### config.mk
export PLATFORM = sky130hd
export DESIGN_NAME = lzss_group
export DESIGN_NICKNAME = d
export VERILOG_FILES = /design/src/design/lzss_pkg.sv /design/src/design/lzss_group.sv
export SDC_FILE = /design/constraint.sdc
export NUM_CORES = 1
export LEC_CHECK = 0
export ABC_AREA = 0
export BUFFER_PORTS_ARGS = -buffer_cell sky130_fd_sc_hd__buf_2
export CELL_PAD_IN_SITES_DETAIL_PLACEMENT = 1
export CELL_PAD_IN_SITES_GLOBAL_PLACEMENT = 2
export CORE_ASPECT_RATIO = 0.8
export CORE_MARGIN = 1
export CORE_UTILIZATION = 45
export CTS_BUF_LIST = sky130_fd_sc_hd__clkbuf_2 sky130_fd_sc_hd__clkbuf_4 sky130_fd_sc_hd__clkbuf_8
export DETAILED_ROUTE_END_ITERATION = 7
export PLACE_DENSITY = 0.75
export SLEW_MARGIN = 20
export SYNTH_ARGS = -nofsm -noshare
export SYNTH_HDL_FRONTEND = slang
export SYNTH_SLANG_ARGS = --single-unit
### constraint.sdc
create_clock -name clk -period 3.4 [get_ports clk]
set_input_delay 0 -clock clk [delete_from_list [all_inputs] [get_ports clk]]
set_output_delay 0 -clock clk [all_outputs]
set_load 0.01 [all_outputs]
### src/design/lzss_pkg.sv
// Shared types and constants for the LZSS stream compressor.
// Used by lzss_group, lzss_stream_compressor and the testbench; depends on nothing else.
package lzss_pkg;

	localparam int GROUP_ITEMS = 8;
	localparam int GROUP_BYTES = 2 * GROUP_ITEMS;
	localparam int OFFSET_W    = 12;
	localparam int LEN_W       = 4;
	localparam int LEN_BIAS    = 3;

	// request from the sequencer to the group packer
	typedef struct packed {
		logic       add;
		logic       drain;
		logic       literal;
		logic       last;
		logic [7:0] b0;
		logic [7:0] b1;
	} grp_cmd_t;

	typedef struct packed {
		logic busy;
		logic has_items;
	} grp_stat_t;

endpackage

### src/design/lzss_group.sv
// Group packer: collects items, then sends flag byte and item bytes through
// the output register. Depends on lzss_pkg.
module lzss_group (
	input  logic                clk,
	input  logic                arst_n,
	input  lzss_pkg::grp_cmd_t  cmd,
	output lzss_pkg::grp_stat_t stat,
	output logic                out_valid,
	input  logic                out_stall,
	output logic [7:0]          out_byte,
	output logic                out_last
);

	typedef enum logic [1:0] {G_IDLE, G_FLAG, G_BYTES} gstate_t;

	gstate_t            state_q;
	logic [4:0]         cnt_q;
	logic [3:0]         items_q;
	logic [7:0]         flags_q;
	logic [3:0]         idx_q;
	logic               dlast_q;
	logic               then_add_q;
	lzss_pkg::grp_cmd_t hold_q;
	logic               ovalid_q;
	logic [7:0]         obyte_q;
	logic               olast_q;
	logic [7:0]         bytes_q [lzss_pkg::GROUP_BYTES];

	logic               slot, full, last_idx, clear, add_go;
	lzss_pkg::grp_cmd_t add_cmd;
	logic [4:0]         base_cnt, new_cnt;
	logic [3:0]         base_items;
	logic [7:0]         base_flags, new_flags;

	assign slot     = !ovalid_q || !out_stall;
	assign full     = items_q == 4'(lzss_pkg::GROUP_ITEMS);
	assign last_idx = {1'b0, idx_q} == cnt_q - 5'd1;
	assign clear    = (state_q == G_BYTES) && slot && last_idx;
	assign add_go   = (state_q == G_IDLE && cmd.add && !full) || (clear && then_add_q);
	assign add_cmd  = (state_q == G_BYTES) ? hold_q : cmd;

	always_comb begin
		base_cnt   = clear ? 5'd0 : cnt_q;
		base_items = clear ? 4'd0 : items_q;
		base_flags = clear ? 8'd0 : flags_q;
		new_cnt    = base_cnt + (add_cmd.literal ? 5'd1 : 5'd2);
		new_flags  = base_flags | (8'(add_cmd.literal) << base_items[2:0]);
	end

	always_ff @(posedge clk) begin
		if (add_go) begin
			bytes_q[base_cnt[3:0]] <= add_cmd.b0;
			if (!add_cmd.literal) begin
				bytes_q[4'(base_cnt + 5'd1)] <= add_cmd.b1;
			end
		end
	end

	always_ff @(posedge clk or negedge arst_n) begin
		if (!arst_n) begin
			state_q    <= G_IDLE;
			cnt_q      <= '0;
			items_q    <= '0;
			flags_q    <= '0;
			idx_q      <= '0;
			dlast_q    <= 1'b0;
			then_add_q <= 1'b0;
			hold_q     <= '0;
			ovalid_q   <= 1'b0;
			obyte_q    <= '0;
			olast_q    <= 1'b0;
		end else begin
			if (slot) begin
				ovalid_q <= 1'b0;
			end
			case (state_q)
				G_IDLE: begin
					if (cmd.add && full) begin
						hold_q     <= cmd;
						then_add_q <= 1'b1;
						dlast_q    <= 1'b0;
						state_q    <= G_FLAG;
					end else if (cmd.drain && (full || (cmd.last && items_q != 4'd0))) begin
						// a plain drain sends only a full group, a last one any tail
						then_add_q <= 1'b0;
						dlast_q    <= cmd.last;
						state_q    <= G_FLAG;
					end
				end
				G_FLAG: begin
					if (slot) begin
						ovalid_q <= 1'b1;
						obyte_q  <= flags_q;
						olast_q  <= 1'b0;
						idx_q    <= '0;
						state_q  <= G_BYTES;
					end
				end
				G_BYTES: begin
					if (slot) begin
						ovalid_q <= 1'b1;
						obyte_q  <= bytes_q[idx_q];
						olast_q  <= dlast_q && last_idx;
						idx_q    <= idx_q + 4'd1;
						if (last_idx) begin
							state_q <= G_IDLE;
						end
					end
				end
				default: state_q <= G_IDLE;
			endcase
			if (clear) begin
				cnt_q   <= '0;
				items_q <= '0;
				flags_q <= '0;
			end
			if (add_go) begin
				cnt_q   <= new_cnt;
				items_q <= base_items + 4'd1;
				flags_q <= new_flags;
			end
		end
	end

	assign stat.busy      = state_q != G_IDLE;
	assign stat.has_items = items_q != 4'd0;
	assign out_valid      = ovalid_q;
	assign out_byte       = obyte_q;
	assign out_last       = olast_q;

endmodule

Word-level counts from Yosys, hierarchy flattened

Memories as Yosys holds them, arrays and structs flattened.
Index checks and enable logic that the tools add are counted.

Memories kept: 1
Latch bits: 0
Output and inout bits: 12
ROM bits: 0
Bits in writable memories: 128
Register bits: 53
Word-level logic and storage cells: 90

Reduce and logical (&&, ||, !) cells: 25
Magnitude comparators: 0
Shift-type cells: 1
Divide/modulo/power cells: 0
Equality and inequality tests: 8
$mul: 0
Mux-type cells: 35
Bitwise operators: 1
Add/sub/neg operators: 5

Memory list:

| memory  | depth | bits a word | read ports | clocked after memory_dff | write ports | line             | source |
|---|---|---|---|---|---|---|---|
| bytes_q | 16    | 8           | 1          | 0                        | 2           | lzss_group.sv:27 | `logic [7:0] bytes_q [lzss_pkg::GROUP_BYTES];` |

Operator list:

| kind                | count |
|---|---|
| $mux 8              | 4 |
| $mux 18             | 1 |
| $mux 4              | 4 |
| $pmux 8 s2          | 1 |
| $mux 1              | 14 |
| $add 4x1->4 const B | 3 |
| $mux 2              | 6 |
| $mux 5              | 2 |
| $logic_and 1x1->1   | 9 |
| $or 8x8->8          | 1 |
| $pmux 4 s2          | 1 |
| $shl 1x3->8         | 1 |
| $ne 2x2->1 const B  | 3 |
| $pmux 2 s3          | 1 |
| $reduce_bool 2->1   | 3 |
| $add 5x2->5         | 1 |
| $eq 4x5->1          | 1 |
| $sub 5x1->5 const B | 1 |
| $eq 4x4->1 const B  | 1 |
| $reduce_and 2->1    | 2 |
| $reduce_and 4->1    | 1 |
| $reduce_bool 4->1   | 1 |
| $logic_not 1->1     | 3 |
| $logic_or 1x1->1    | 3 |
| 7 further kinds     | 7 |

Longest topological paths before layout

Depth in word-level cells: 8
Mapped depth: 14
Mapped depth without buffers: 13

Worst setup path after synthesis

No wires, ideal clock.

Path kind: reg2reg
Start: reg state_q[0]
End: mem bytes_q[9][0] (enable)
Path slack: 0.259 ns
Data arrival time: 2.757 ns
Library setup time: 0.383 ns
Cell stages (with the launch flop): 9
Buffers on the path: 2
Data required time: 3.017 ns
Path through: dfrtp_1 inv_1 ha_1 clkbuf_1 mux2i_1 clkbuf_1 nor2_1 or3b_2 nor3_1

RTL lines:

| what                   | line             | source |
|---|---|---|
| from (decl)            | lzss_group.sv:16 | `gstate_t state_q;` |
| from (signal assigned) | lzss_group.sv:61 | `state_q <= G_IDLE;` |
| from (signal assigned) | lzss_group.sv:82 | `state_q <= G_FLAG;` |
| from (signal assigned) | lzss_group.sv:87 | `state_q <= G_FLAG;` |
| to (decl)              | lzss_group.sv:27 |  |

Worst setup path after layout

Start: reg cnt_q[1]
End: reg cnt_q[2]

Cells in the longest elaborated chain, start to end: 6

RTL lines:

| what                                            | line                               | source |
|---|---|---|
| from (decl)                                     | lzss_group.sv:17                   | `logic [4:0] cnt_q;` |
| from (signal assigned)                          | lzss_group.sv:118                  | `cnt_q <= new_cnt;` |
| $sub 5x1->5                                     | lzss_group.sv:37                   | `assign last_idx = {1'b0, idx_q} == cnt_q - 5'd1;` |
| $eq 4x5->1                                      | lzss_group.sv:37                   |  |
| $logic_and 1x1->1                               | lzss_group.sv:38                   | `assign clear = (state_q == G_BYTES) && slot && last_idx;` |
| $mux 5 or $logic_and 1x1->1 (tied branches)     | -                                  |  |
| $add 5x2->5 or $logic_or 1x1->1 (tied branches) | lzss_group.sv:46, lzss_group.sv:39 |  |
| $mux 5 (*)                                      | lzss_group.sv:117                  | `if (add_go) begin` |

Mark *: on every way between the ends. The rest lies on a longest branch, timed or not.
A chain may end at the register's enable or synchronous reset.

==> impl_metrics.yaml <==
floorplanning:
  initial_utilization: 0.4652
  core-area_um2: 20090
  fp.dieH_um: 130.9
  io_pins: 35
  fp.dieArea_um2: 21350
  row_count: 46
  die_x_um: 163.1
setup_path:
  critPathLaunchType: "flip-flop"
  arrival_ns: 3.50
  end_kind: "flip-flop"
  reg2reg_setup_slack_ns: 0.27
  rr_worst_depth: 13
  r2r_end: "cnt_q[2]"
  worstSetupPathType: "reg2reg"
  worst-path-max-fanout: 9
  crit_required_ns: 3.76
  timing.rr.start: "cnt_q[1]"
timing:
  worstMarginPinSlew_ns: 1.059
  drv_slew: 0
  hold_violations: 0
  skew_ns: 0.01314
  slew_headroom: 0.2901
  fmax_mhz: 319.0
  period_share: 0.9219
  period_needed_ns: 3.134
  rsz0062_at_grt: "no"
  tns_ns: 0
  finalSetupViolCount: 0
grt:
  grt_pass1_vias: 6090
  met2_usage: 0.3817
  grt.met3_usage: 0.05398
  top_usage_layer: "met2"
  grt_max_degree: 37
  grt.overflow.total: 0
  antenna_found_initial: 0
  grt_use_met1: 0.3575
  grt_pass1_wl_um: 38090
  track_usage: 0.2486
synthesis:
  syn_area_per_cell_um2: 14.44
  netlist_instances: 647
  syn_area_um2: 9345
  yosysWarnings: 0
  ys_ff_latch: 180
  synth_edf_count: 128
  ys_seq_area_frac: 0.5505
  synthFlopType: "edfxtp_1"
  synthArstFlopShare: 0.2889
  synth_fp_nets: 679
  synth_cell_types: 53
clock_network:
  clk_pin_slew_worst_paths_ns: 0.10
  cts_tree: "built"
  htreeDepth: 4
  clk_latency_ns: 0.47
  cts_made_buffers: 17
  clock_path_buffers: 2
  clkSinkCount: 180
  cts_root_buf: "clkbuf_8"
cells_and_area:
  num_antenna_cells: 0
  final_net_count: 745
  syn2layout_area_growth_pct: 12.42
  layout.cells.non_filler: 990
  drive_above_1_share: 0.2645
  regArea_um2: 5146
  nFillCells: 1992
  multi_input_area_um2: 3924
outcome:
  outcome: "completed"
drt:
  drc: 0
  drt.antenna.violating_nets: 0
  wl_um: 24900
  vias: 5812
  vias_per_cell: 5.871
  first_pass_iters: 4
  drt-initial-drc-count: 499
  wire_per_inst_um: 25.15
place:
  port_buffers: 34
  dpl.hpwl_um: 17580
  place.gp.congestion: 0.8750
  placed_cells: 938
run:
  maxCapViolCount: 0
power_and_ir_drop:
  p_leak_nw: 3.641
  ir_drop_mv: 0.3472
  cellPowerDensity_nw_per_um2: 700.9
worst_hold_path:
  min_path_type: "in2async"
-- repair_timing --
item                       in CTS  in global routing
hold endpoints to repair       54                  0
hold buffers                   20                  0
resized for setup               0                  1
setup endpoints to repair       0                  1
setup buffers                   0                  0
-- how the worst max path moves through the flow --
stage / from / to / cells after the start
2_1_floorplan: state_q[0] / bytes_q[9][0] / 8
4_1_cts: state_q[1] / bytes_q[11][5] / 7
3_5_place_dp: state_q[1] / bytes_q[11][4] / 7
6_report: cnt_q[1] / cnt_q[2] / 13
5_1_grt: cnt_q[1] / cnt_q[4] / 14
3_3_place_gp: state_q[0] / bytes_q[11][4] / 7
-- critical path, stage by stage, from the launching register on --
cell and delay [ns]:
dfrtp_1 0.39, inv_1 0.12, ha_1 0.26, xor2_1 0.22, o211ai_1 0.13, a211oi_1 0.36
nand3_1 0.37, buf_4 0.29, nand2_1 0.08, xnor2_1 0.12, ha_1 0.19, a21oi_1 0.07
nand2b_1 0.16, o221a_2 0.27
-- cell type report --
cell class,count,area share
tap,264,0.03144
timing repair buffer,101,0.06883
inverter,8,0.002858
clock inverter,13,0.009885
sequential,180,0.4898
multi-input combinational,405,0.3735
clock buffer,19,0.02370
-- cell families (layout without fill, tap and decap cells) --
| kind of cell | after synthesis | in the layout | share of synthesized area |
|---|---|---|---|
| AO/OA/AOI/OAI | 62 | 62 | 0.04499 |
| XOR/XNOR | 11 | 11 | 0.01031 |
| adder cells (fa/ha/maj) | 9 | 9 | 0.01205 |
| buffers and inverters | 62 | 141 | 0.03079 |
| flip-flops | 180 | 180 | 0.5505 |
| multiplexers | 212 | 212 | 0.2832 |
| AND/OR/NAND/NOR | 111 | 111 | 0.06815 |
-- power by group --
group / leakage [nW] / total (mW) / switching (mW) / internal [mW]
logic: 1.65 / 2.85 / 1.74 / 1.10
clock network: 0.173 / 1.36 / 0.832 / 0.532
registers: 1.82 / 3.15 / 0.257 / 2.89
total: 3.64 / 7.36 / 2.83 / 4.53
-- synthesized netlist by cell type, drive strengths merged (2+ instances only) --
cell    count  area share
a211oi      2      0.0016
a21o        3      0.0024
a21oi      10      0.0058
a22o        4      0.0037
a31oi       4      0.0027
a41oi       3      0.0028
and2        3      0.0020
buf        26       0.016
clkbuf     28       0.011
dfrtp      52        0.14
edfxtp    128        0.41
ha          9       0.012
inv         8      0.0032
mux2       19       0.023
mux2i     153        0.16
mux4       40       0.096
nand2      27       0.011
nand2b      8      0.0054
nand3      10      0.0054
nand4       2      0.0013
nor2       30       0.013
nor3       14       0.010
nor3b       2      0.0016
nor4        8       0.013
o211ai      2      0.0031
o21ai      22       0.012
o21bai      4      0.0032
o221a       2      0.0024
or3         2      0.0013
xnor2       6      0.0056
xor2        5      0.0047
-- flip-flops by register name (all words and copies together), names as in the netlist, named ones only --
name and cells:
out_byte 8, items_q 4, dlast_q 1, then_add_q 1
cnt_q 5, hold_q 17, out_last 1, idx_q 4
state_q 2, flags_q 8, bytes_q 128
-- metal layers --
metal / vias up / routed length [um]
li1: 2615 / -
met1: 3003 / 11830
met2: 164 / 11330
met3: 30 / 1341
met4: 0 / 394
met5: - / 0
-- stage by stage --
step / area, um2 / hold WS (ns) / setup WS [ns] / power, mW / utilization
finish: 10510 / 0.007127 / 0.2655 / 7.364 / 0.5230
global route: 10510 / 0.02978 / 0.03980 / 7.743 / 0.5230
CTS: 10500 / 0.004762 / 0.1488 / 7.391 / 0.5229
detailed placement: 9951 / -0.01667 / 0.1844 / 6.019 / 0.4954
global placement: 9951 / -0.01444 / 0.3901 / 5.886 / 0.4954
floorplan: 9345 / -0.2956 / 0.2592 / 5.045 / -
-- cell usage in the layout (no fill, tap or decap), types with 5 or more instances in the layout --
cell / instances
nor3_1: 11
mux2_2: 19
buf_2: 34
nand2b_1: 8
xor2_1: 5
nor2_1: 27
ha_1: 8
nand3_1: 10
mux4_2: 40
nand2_1: 27
dfrtp_1: 51
nor4_4: 5
xnor2_1: 6
mux2i_1: 153
clkinv_4: 5
dlygate4sd3_1: 20
a21oi_1: 9
clkbuf_8: 17
inv_1: 8
edfxtp_1: 128
buf_4: 47
o21ai_0: 20
Power figures use the tool's default switching activity.
